File: config.mk
export PLATFORM = sky130hd
export DESIGN_NAME = sorted_priority_queue
export DESIGN_NICKNAME = d
export VERILOG_FILES = /design/src/rtl/spq_pkg.sv /design/src/rtl/spq_cell.sv /design/src/rtl/spq_out_reg.sv /design/src/rtl/sorted_priority_queue.sv
export VERILOG_INCLUDE_DIRS = /design/src /design/src/rtl
export SDC_FILE = /design/constraint.sdc
export NUM_CORES = 2
export LEC_CHECK = 0
export BUFFER_PORTS_ARGS = -buffer_cell sky130_fd_sc_hd__clkbuf_2
export CAP_MARGIN = 30
export CORE_AREA = 2 2 283 215
export DETAILED_ROUTE_END_ITERATION = 8
export DIE_AREA = 0 0 285 217
export HOLD_SLACK_MARGIN = 0.02
export PLACE_DENSITY = 0.82
export SLEW_MARGIN = 5
export SYNTH_ARGS = -nofsm -noshare
export SYNTH_HDL_FRONTEND = slang
export SYNTH_SLANG_ARGS = --single-unit
export TNS_END_PERCENT = 10
File: constraint.sdc
create_clock -name clk -period 9.8 [get_ports clk]
set_input_delay 0.49 -clock clk [delete_from_list [all_inputs] [get_ports clk]]
set_output_delay 0.49 -clock clk [all_outputs]
set_load 0.01 [all_outputs]
File: src/rtl/sorted_priority_queue_macros.svh
// Assertion helpers for the sorted priority queue.
// Each macro expects clk and arst_n in scope.
`ifndef SORTED_PRIORITY_QUEUE_MACROS_SVH
`define SORTED_PRIORITY_QUEUE_MACROS_SVH

// Check a property at every rising edge outside reset.
`define SPQ_ASSERT(label, prop) \
	label: assert property (@(posedge clk) disable iff (!arst_n) (prop)) \
		else $error("sorted_priority_queue: assertion failed");

// Check that a condition in one cycle implies a result in the next.
`define SPQ_ASSERT_NEXT(label, cond, result) \
	label: assert property (@(posedge clk) disable iff (!arst_n) (cond) |=> (result)) \
		else $error("sorted_priority_queue: next-cycle assertion failed");

`endif

File: src/rtl/spq_pkg.sv
package spq_pkg;

	localparam int DEPTH     = 16;
	localparam int PRIO_BITS = 8;
	localparam int VALUE_W   = 32;
	localparam int PRIO_W    = 8;
	localparam int COUNT_W   = 5;
	localparam int CNT_W     = $clog2(DEPTH + 1);

	localparam logic CMD_ENQ = 1'b0;
	localparam logic CMD_DEQ = 1'b1;

	typedef enum logic [1:0] {
		ST_OK    = 2'd0,
		ST_FULL  = 2'd1,
		ST_EMPTY = 2'd2
	} status_t;

	typedef struct packed {
		logic signed [VALUE_W-1:0] value;
		logic [PRIO_BITS-1:0]      prio;
	} entry_t;

	// Broadcast to every cell in the chain.
	typedef struct packed {
		logic   enq;
		logic   deq;
		entry_t ent;
	} cell_ctrl_t;

	typedef struct packed {
		status_t                   status;
		logic                      out_valid;
		logic signed [VALUE_W-1:0] out_value;
		logic [PRIO_W-1:0]         out_prio;
		logic [COUNT_W-1:0]        count;
	} result_t;

	// Keep the low PRIO_BITS of a port priority.
	function automatic logic [PRIO_BITS-1:0] prio_to_store(input logic [PRIO_W-1:0] p);
		logic [PRIO_BITS+PRIO_W-1:0] w;
		w = {{PRIO_BITS{1'b0}}, p};
		return w[PRIO_BITS-1:0];
	endfunction

	// Widen or cut a stored priority to the port width.
	function automatic logic [PRIO_W-1:0] prio_to_port(input logic [PRIO_BITS-1:0] p);
		logic [PRIO_BITS+PRIO_W-1:0] w;
		w = {{PRIO_W{1'b0}}, p};
		return w[PRIO_W-1:0];
	endfunction

	// Report the fill level in the count field width.
	function automatic logic [COUNT_W-1:0] fill_to_count(input logic [CNT_W-1:0] f);
		logic [CNT_W+COUNT_W-1:0] w;
		w = {{COUNT_W{1'b0}}, f};
		return w[COUNT_W-1:0];
	endfunction

endpackage

File: src/rtl/spq_cell.sv
module spq_cell import spq_pkg::*; (
	input  logic       clk,
	input  cell_ctrl_t ctrl,
	input  logic       occ,
	input  entry_t     left_ent,
	input  logic       left_gt,
	input  entry_t     right_ent,
	output entry_t     ent,
	output logic       gt
);

	entry_t ent_q;
	entry_t ent_d;

	// Flag an occupied slot that must move behind the new word.
	assign gt  = occ && (ent_q.prio > ctrl.ent.prio);
	assign ent = ent_q;

	// Pick shift-in from left, new word, shift-in from right, or hold.
	always_comb begin
		ent_d = ent_q;
		if (ctrl.enq) begin
			if (left_gt) begin
				ent_d = left_ent;
			end else if (gt || !occ) begin
				ent_d = ctrl.ent;
			end
		end else if (ctrl.deq) begin
			ent_d = right_ent;
		end
	end

	always_ff @(posedge clk) begin
		ent_q <= ent_d;
	end

endmodule

File: src/rtl/spq_out_reg.sv
module spq_out_reg import spq_pkg::*; (
	input  logic    clk,
	input  logic    arst_n,
	input  logic    load,
	input  result_t res_d,
	input  logic    res_stall,
	output logic    res_valid,
	output result_t res
);

	logic    valid_q;
	result_t res_q;

	// Set on load, drop once the word is taken.
	always_ff @(posedge clk or negedge arst_n) begin
		if (!arst_n) begin
			valid_q <= 1'b0;
		end else if (load) begin
			valid_q <= 1'b1;
		end else if (!res_stall) begin
			valid_q <= 1'b0;
		end
	end

	// Capture the payload on load only, so a stalled word holds.
	always_ff @(posedge clk) begin
		if (load) begin
			res_q <= res_d;
		end
	end

	assign res_valid = valid_q;
	assign res       = res_q;

endmodule

File: src/rtl/sorted_priority_queue.sv
// Sorted priority queue built as a chain of entry cells.
// Input channel: in_valid / in_stall carry one word of cmd, value and prio.
//   cmd 0 enqueues value at priority prio (smaller served first; equal
//   priorities leave in arrival order); cmd 1 dequeues the front entry.
// Result channel: res_valid / res_stall carry one word per input word:
//   status (0 ok, 1 full, 2 empty), out_valid, out_value, out_prio, count.
// Throughput: one word per cycle while in_stall is low. Every cell compares
//   its priority with the incoming one and shifts toward a neighbor in the
//   same cycle.
// Result timing: the result appears in the cycle after the input word is accepted,
//   held in a single output register.
// Stall: while res_valid is high and res_stall is high, in_stall is raised
//   and no input word is accepted; the held result stays unchanged.
// Reset: arst_n clears the fill count and empties the output register.
//   Entry storage is not cleared; cells at or above the fill count are
//   never read.
module sorted_priority_queue import spq_pkg::*; (
	input  logic                      clk,
	input  logic                      arst_n,
	input  logic                      in_valid,
	output logic                      in_stall,
	input  logic                      cmd,
	input  logic signed [VALUE_W-1:0] value,
	input  logic [PRIO_W-1:0]         prio,
	output logic                      res_valid,
	input  logic                      res_stall,
	output logic [1:0]                status,
	output logic                      out_valid,
	output logic signed [VALUE_W-1:0] out_value,
	output logic [PRIO_W-1:0]         out_prio,
	output logic [COUNT_W-1:0]        count
);

	`include "sorted_priority_queue_macros.svh"

	logic [CNT_W-1:0] fill_q;
	logic [CNT_W-1:0] fill_d;
	logic             accept;
	logic             full;
	logic             empty;
	logic             do_enq;
	logic             do_deq;
	cell_ctrl_t       ctrl;
	result_t          res_d;
	result_t          res;
	entry_t           cell_ent [DEPTH];
	logic             cell_gt  [DEPTH];
	logic             occ      [DEPTH];

	// Accept while the output register can take a new word.
	assign in_stall = res_valid && res_stall;
	assign accept   = in_valid && !in_stall;
	assign full     = (fill_q == CNT_W'(DEPTH));
	assign empty    = (fill_q == '0);
	assign do_enq   = accept && (cmd == CMD_ENQ) && !full;
	assign do_deq   = accept && (cmd == CMD_DEQ) && !empty;

	assign ctrl.enq       = do_enq;
	assign ctrl.deq       = do_deq;
	assign ctrl.ent.value = value;
	assign ctrl.ent.prio  = prio_to_store(prio);

	// Advance the fill count.
	always_comb begin
		fill_d = fill_q;
		if (do_enq) begin
			fill_d = fill_q + 1'b1;
		end else if (do_deq) begin
			fill_d = fill_q - 1'b1;
		end
	end

	always_ff @(posedge clk or negedge arst_n) begin
		if (!arst_n) begin
			fill_q <= '0;
		end else begin
			fill_q <= fill_d;
		end
	end

	// Build the chain; each cell sees its two neighbors.
	for (genvar i = 0; i < DEPTH; i++) begin : g_cell
		localparam logic [CNT_W-1:0] IDX = CNT_W'(i);
		entry_t left_ent;
		logic   left_gt;
		entry_t right_ent;

		assign occ[i] = (IDX < fill_q);

		if (i == 0) begin : g_first
			assign left_ent = '0;
			assign left_gt  = 1'b0;
		end else begin : g_mid
			assign left_ent = cell_ent[i-1];
			assign left_gt  = cell_gt[i-1];
		end

		if (i == DEPTH - 1) begin : g_last
			assign right_ent = cell_ent[i];
		end else begin : g_inner
			assign right_ent = cell_ent[i+1];
		end

		spq_cell u_cell (
			.clk       (clk),
			.ctrl      (ctrl),
			.occ       (occ[i]),
			.left_ent  (left_ent),
			.left_gt   (left_gt),
			.right_ent (right_ent),
			.ent       (cell_ent[i]),
			.gt        (cell_gt[i])
		);
	end

	// Form the result word.
	always_comb begin
		res_d.status    = ST_OK;
		res_d.out_valid = do_deq;
		res_d.out_value = '0;
		res_d.out_prio  = '0;
		res_d.count     = fill_to_count(fill_d);
		if (cmd == CMD_ENQ && full) begin
			res_d.status = ST_FULL;
		end else if (cmd == CMD_DEQ && empty) begin
			res_d.status = ST_EMPTY;
		end
		if (do_deq) begin
			res_d.out_value = cell_ent[0].value;
			res_d.out_prio  = prio_to_port(cell_ent[0].prio);
		end
	end

	spq_out_reg u_out (
		.clk       (clk),
		.arst_n    (arst_n),
		.load      (accept),
		.res_d     (res_d),
		.res_stall (res_stall),
		.res_valid (res_valid),
		.res       (res)
	);

	assign status    = res.status;
	assign out_valid = res.out_valid;
	assign out_value = res.out_value;
	assign out_prio  = res.out_prio;
	assign count     = res.count;

	`SPQ_ASSERT(a_fill_bound, fill_q <= CNT_W'(DEPTH))
	`SPQ_ASSERT(a_stall_blocks_input, (res_valid && res_stall) |-> !accept)
	`SPQ_ASSERT(a_returned_is_ok, (res_valid && out_valid) |-> (status == ST_OK))
	`SPQ_ASSERT_NEXT(a_deq_drops_fill, do_deq, fill_q == CNT_W'($past(fill_q) - 1'b1))
	`SPQ_ASSERT_NEXT(a_enq_grows_fill, do_enq, fill_q == CNT_W'($past(fill_q) + 1'b1))

endmodule

# After elaboration in Yosys (flattened, before gate mapping)
# Index checks and enable logic that the tools add are counted.
[word_totals] ff_bits=694 output_inout_bits=50 elab_cells=235 in_bits=45
[op_classes] n_lt_le_gt_ge=32 add_sub_neg=2 n_mux=66 n_reduce_logical=78 eq_ne=17 n_bitwise=1
[op_table] op="$mux 40" n=61
[op_table] op="$gt 8x8->1" n=16
[op_table] op="$ne 3x1->1 const B" n=14
[op_table] op="$lt 4x5->1 const A" n=8
[op_table] op="$reduce_and 2->1" n=16
[op_table] op="$logic_and 1x1->1" n=24
[op_table] op="$lt 3x5->1 const A" n=4
[op_table] op="$logic_not 1->1" n=19
[op_table] op="$logic_or 1x1->1" n=16
[op_table] op="$lt 1x5->1 const A" n=2
[op_table] op="$lt 2x5->1 const A" n=2
[op_table] op="$mux 5" n=2
[op_table] op="$add 5x1->5 const B" n=1
[op_table] op="$eq 5x5->1 const B" n=1
[op_table] op="$logic_not 5->1" n=1
[op_table] op="$sub 5x1->5 const B" n=1
[op_table] op="$ne 2x1->1 const B" n=2
[op_table] op="$reduce_bool 2->1" n=2
[op_table] op="$mux 1" n=2
[op_table] op="$mux 2" n=1
[op_table] op="$not 1->1" n=1

# Logic depth before layout (Yosys ltp)
[depth] depth_word=7 mapped_depth=11 ltp_nobuf=8

# By module
# Synthesis repeated with hierarchy kept, for this count alone.
[hier_totals] hier_cells=3422 area_unflattened_um2=38087.8
[modules_own_cells] module="spq_cell (g_cell[0].u_cell ...)" seq_area_each_um2=1201.2 area_per_inst_um2=2239.6 cells_per_inst=204 instances=8
[modules_own_cells] module="spq_cell (g_cell[2].u_cell ...)" seq_area_each_um2=1201.2 area_per_inst_um2=2237.1 cells_per_inst=204 instances=8
[modules_own_cells] module="spq_out_reg" seq_area_each_um2=1466.4 area_per_inst_um2=1473.9 cells_per_inst=50 instances=1
[modules_own_cells] module="sorted_priority_queue" seq_area_each_um2=125.1 area_per_inst_um2=799.5 cells_per_inst=108 instances=1

# Worst setup path after synthesis
# Ideal clock, no wire load.
[synth_timing] path_type="flip-flop to flip-flop" start="register fill_q[0]" end="register g_cell[0].u_cell.ent_q (netlist bit g_cell[0].u_cell.ent[0]) (enable)" period_less_slack_ns=5.256 setup_time_ns=0.493 arrival_ns=4.763 setup_slack_ns=4.544 path_buffers=5 path_stages_with_launch=10 required_time_ns=9.307 cell_sequence="dfrtp_1 > clkbuf_1 > inv_1 > ha_1 > a311o_1 > buf_2 > buf_2 > clkbuf_1 > buf_2 > o21ai_0"
[synth_via] elab_chain_len=5 elab_cells_between_ends=13 cone_classes="1 x order compare; 2 x eq/ne; 10 x reduce/logical"
[synth_rtl] element="start: declaration" line="sorted_priority_queue.sv:36" rtl="logic [CNT_W-1:0] fill_q;"
[synth_rtl] element="start signal: assignment" line="sorted_priority_queue.sv:77" rtl="fill_q <= fill_d;"
[synth_rtl] element="$lt 1x5->1 (tied with other cells)" line="sorted_priority_queue.sv:88" rtl="assign occ[i] = (IDX < fill_q);"
[synth_rtl] element="$logic_and 1x1->1 (tied with other cells)" line="spq_cell.sv:16" rtl="assign gt = occ && (ent_q.prio > ctrl.ent.prio);"
[synth_rtl] element="$logic_or 1x1->1 (tied with other cells)" line="spq_cell.sv:25" rtl="end else if (gt || !occ) begin"
[synth_rtl] element="$ne 2x1->1 (no source line) / $reduce_bool 2->1 (equally long branches)"
[synth_rtl] element="$reduce_and 2->1 (no source line) *"
[synth_rtl] element="end signal: assignment" line="spq_cell.sv:34" rtl="ent_q <= ent_d;"
[synth_rtl] element="end: declaration" line="spq_cell.sv:12" rtl="entry_t ent_q;"
# Every way passes the cells marked *; elsewhere a longest branch is shown, timed or not.
# A chain may end at the register's enable or synchronous reset.

==> results.md <==
* GRT overflow at 0
* Worst hold path type: input port to flop
* Vias per cell at 7.062
* Ratio of final minimum period to clock period at between 40% and 50%
* Core area at about 60000 sq um
* Post-CTS repair timing setup buffer count at 0
* Post-layout instance area at about 42000 sq um
* Highest Signal Layer: met5
* Number of hold violations in the final report at 0
* Final setup violation count at 0
* Cell-by-cell trace of the critical path: inv_1 > ha_1 > a311oi_4 > buf_12 > buf_4 > and2_1 > o21ai_0 > o211ai_1
* Max Fanout on Critical Path at 163
* Final Util at 69.92%
* Maximum capacitance violations at 0
* CTS tree: yes
* Final weighted congestion in routability-driven placement at slightly above 0.9
* Worst clock skew on the final layout at slightly below 0.02 ns
* First-pass GRT wire length at 172100 um
* Num ports at between 90 and 100
* Count of clock tree sinks at about 690
* Routed via count at around 32k
* Main synth FF type: sky130_fd_sc_hd__edfxtp_1
* Number of distinct library cell variants in the gate-level netlist after synthesis at 57
* Maximum number of pins on one net before global-route repair at 217
* Top library cells by usage in the layout, fill and taps aside: sky130_fd_sc_hd__nand2_1, sky130_fd_sc_hd__edfxtp_1, sky130_fd_sc_hd__o211ai_1
* Minimum clock period at between 4 and 5 ns
* Synthesis Warnings at 0
* Average footprint of a synthesized cell at 10.14 sq um
* Routed length per placed instance at roughly 25 um
* Number of instances in the synthesized netlist at 3766
* Wl on met1 at roughly 46000 um
* Critical-path cell with the highest stage delay: sky130_fd_sc_hd__buf_4
* Skew-Pair Late Insertion Delay at 0.63 ns
* Nature of the critical path startpoint: flop
* Site Rows at between 70 and 80
* CTS root buffer: sky130_fd_sc_hd__clkbuf_16
* Height of the die at ~220 um
* Kind of end point of the critical path: flop
* Die W at about 290 um
* Data required time at the worst endpoint at slightly above 10 ns
* Yosys reg bits at just under 700
* Starting utilization of the core area at between 60% and 70%
* Met2 routed wirelength at roughly 45000 um
* Worst setup startpoint: fill_q[1]
* Antenna-violating nets left at 0
* Maximum clock insertion buffer count at 3
* Area of placed instances at about 40000 sq um
* Run status: completed
* Slack of the critical path at roughly 5.5 ns
* Syn nets at ~3.9k
* Worst ir drop on vdd at roughly 0.18 mV
* Clock-pin slew on the worst setup and hold paths at approximately 0.060 ns
* Detailed-router iteration count before antenna repair at 7
* Delay of the slowest cell on the worst path at roughly 0.71 ns
* Kind of critical path: flop to flop
* Layout net count at 3831
* Sum of met3 wire segment lengths after detailed routing at just over 20000 um
* Unrepaired setup endpoints after global routing: no
* Final Routed Wirelength at between 100000 and 150000 um
* Launching point of the worst reg2reg path: fill_q[1]
* Transition time of the tightest slew-check pin at about 1.1 ns
* Fin Setup TNS at 0 ns
* EDFF count, synth at 688
* Share of layout cells above drive strength 1 at a little under 10%
* Static Leak at approximately 14 nW
* Pwr/cell area at 234.1 nW/um^2
* Placed cell count at between 4k and 5k
* Number of max-slew violations in the final report at 0
* Number of I/O port buffers at 94
* Number of DRC violations after detailed-routing iteration 0 at between 6k and 7k
* Max Clock Freq at around 230 MHz
* Post-detailed-placement half-perimeter wirelength at around 75000 um
* Number of levels in the clock H-tree at 3
* Remaining max-slew budget at the tightest pin at 28.28%
* Launch point of the worst hold path: in_valid
* Cell area after technology mapping at roughly 38000 sq um
* Critical Path AT at about 4.7 ns
* Number of global-route vias before repair at 29.24k
* Area of the die at between 60000 and 70000 sq um
* Commonest non-fill, non-tap cell in the layout: sky130_fd_sc_hd__nand2_1
* Worst Hold Slack at between 0.06 and 0.07 ns
* Async S/R FF share, synth at less than 1%
* Number of non-filler instances in the completed layout at approximately 4.5k
* Hold-fix buffers, CTS at 1
* Overall power consumption at between 9 and 10 mW
* Remaining DRCs at 0
* Proportion of synthesized chip area in sequential cells at ~54%
* Initial antenna violation count at 1
* Total clock buffers created by CTS at around 70
* Synthesis-to-finish area growth at 8.979%
* Total routing resource utilization after global routing at around 35%
* Total of cells resized after clock tree synthesis at 0
* Worst Setup Slack post-DPL at about 5.6 ns
## worst max-delay path: cells and delay by family, from the launching register on
kind                     cells  cell delay (ns)
AO/OA/AOI/OAI                3             0.96
flip-flops                   1             0.66
AND/OR/NAND/NOR              1             0.67
adder cells (fa/ha/maj)      1             0.29
buffers and inverters        3             1.42
## report_power, final
part	internal, mW	total, mW	switching [mW]
Combinational	0.749	2.60	1.85
Sequential	3.97	4.32	0.346
Clock	1.64	2.82	1.18
Total	6.36	9.74	3.38
## cell usage after synthesis (2+ instances only)
| cell | number | area share (%) |
|---|---|---|
| sky130_fd_sc_hd__nor3_1 | 3 | 0.039 |
| sky130_fd_sc_hd__nand2_1 | 1013 | 10 |
| sky130_fd_sc_hd__a211oi_1 | 14 | 0.28 |
| sky130_fd_sc_hd__nand4_1 | 179 | 2.9 |
| sky130_fd_sc_hd__o221ai_1 | 14 | 0.32 |
| sky130_fd_sc_hd__o21ai_1 | 9 | 0.12 |
| sky130_fd_sc_hd__buf_4 | 20 | 0.39 |
| sky130_fd_sc_hd__nor2_1 | 27 | 0.27 |
| sky130_fd_sc_hd__clkbuf_1 | 246 | 2.4 |
| sky130_fd_sc_hd__xnor2_1 | 4 | 0.092 |
| sky130_fd_sc_hd__and4_1 | 15 | 0.34 |
| sky130_fd_sc_hd__o22ai_1 | 2 | 0.033 |
| sky130_fd_sc_hd__and3b_1 | 6 | 0.14 |
| sky130_fd_sc_hd__o31ai_1 | 5 | 0.098 |
| sky130_fd_sc_hd__edfxtp_1 | 688 | 54 |
| sky130_fd_sc_hd__a31oi_1 | 8 | 0.13 |
| sky130_fd_sc_hd__inv_1 | 29 | 0.28 |
| sky130_fd_sc_hd__o311a_1 | 4 | 0.10 |
| sky130_fd_sc_hd__nor2b_1 | 16 | 0.26 |
| sky130_fd_sc_hd__a21o_1 | 6 | 0.12 |
| sky130_fd_sc_hd__ha_1 | 132 | 4.3 |
| sky130_fd_sc_hd__buf_2 | 75 | 0.98 |
| sky130_fd_sc_hd__a21oi_1 | 113 | 1.5 |
| sky130_fd_sc_hd__buf_6 | 4 | 0.12 |
| sky130_fd_sc_hd__o211ai_1 | 481 | 9.5 |
| sky130_fd_sc_hd__o21bai_1 | 7 | 0.14 |
| sky130_fd_sc_hd__or2_2 | 6 | 0.098 |
| sky130_fd_sc_hd__a41oi_1 | 10 | 0.23 |
| sky130_fd_sc_hd__nand4bb_1 | 4 | 0.12 |
| sky130_fd_sc_hd__a21boi_0 | 4 | 0.079 |
| sky130_fd_sc_hd__and2_1 | 86 | 1.4 |
| sky130_fd_sc_hd__a221o_1 | 78 | 2.0 |
| sky130_fd_sc_hd__o311ai_0 | 3 | 0.069 |
| sky130_fd_sc_hd__a221oi_1 | 2 | 0.046 |
| sky130_fd_sc_hd__buf_1 | 21 | 0.21 |
| sky130_fd_sc_hd__or3_1 | 3 | 0.049 |
| sky130_fd_sc_hd__mux2_2 | 40 | 1.2 |
| sky130_fd_sc_hd__nand3_1 | 49 | 0.64 |
| sky130_fd_sc_hd__dfrtp_1 | 6 | 0.39 |
| sky130_fd_sc_hd__o21ai_0 | 317 | 4.2 |
## worst paths after layout
check                                            end  slack [ns]  depth (start not counted)
setup / recovery           g_cell[11].u_cell.ent[37]        5.54                          8
min in group asynchronous                  fill_q[1]        0.23                          2
hold / removal                       u_out.res_valid        0.07                          2
max in group asynchronous                  fill_q[3]        9.40                          2
hold reg to reg             g_cell[0].u_cell.ent[37]        0.55                          2
setup reg to reg           g_cell[11].u_cell.ent[37]        5.54                          8
## registers in the layout, indices dropped and copies added, names as in the netlist
name,count
g_cell.u_cell.ent,640
u_out.res,48
fill_q,5
u_out.res_valid,1
## area by class of cell
| type | count | area, sq um |
|---|---|---|
| fillers | 4349 | 17910 |
| inverters | 30 | 112.6 |
| diodes | 2 | 5.005 |
| clock buffers | 95 | 1994 |
| well taps | 800 | 1001 |
| clock inverters | 37 | 375.4 |
| repair buffers | 180 | 1192 |
| flip-flops and latches | 694 | 20810 |
| multi-input cells | 2676 | 16130 |
## kinds of logic after synthesis
| group | synth area share (%) |
|---|---|
| simple gates | 16.36 |
| mux | 1.179 |
| fa+ha+maj | 4.324 |
| xor+xnor | 0.1146 |
| buf+inv | 4.412 |
| flops | 54.48 |
| compound gates | 19.12 |
## routing by layer
layer / GRT usage, % / up-vias
met1: 54.74 / 15060
li1: - / 13970
met2: 46.46 / 2685
met5: 1.250 / -
met4: 6.353 / 2
met3: 14.69 / 173
No activity file was read; power rests on OpenSTA's default activity.
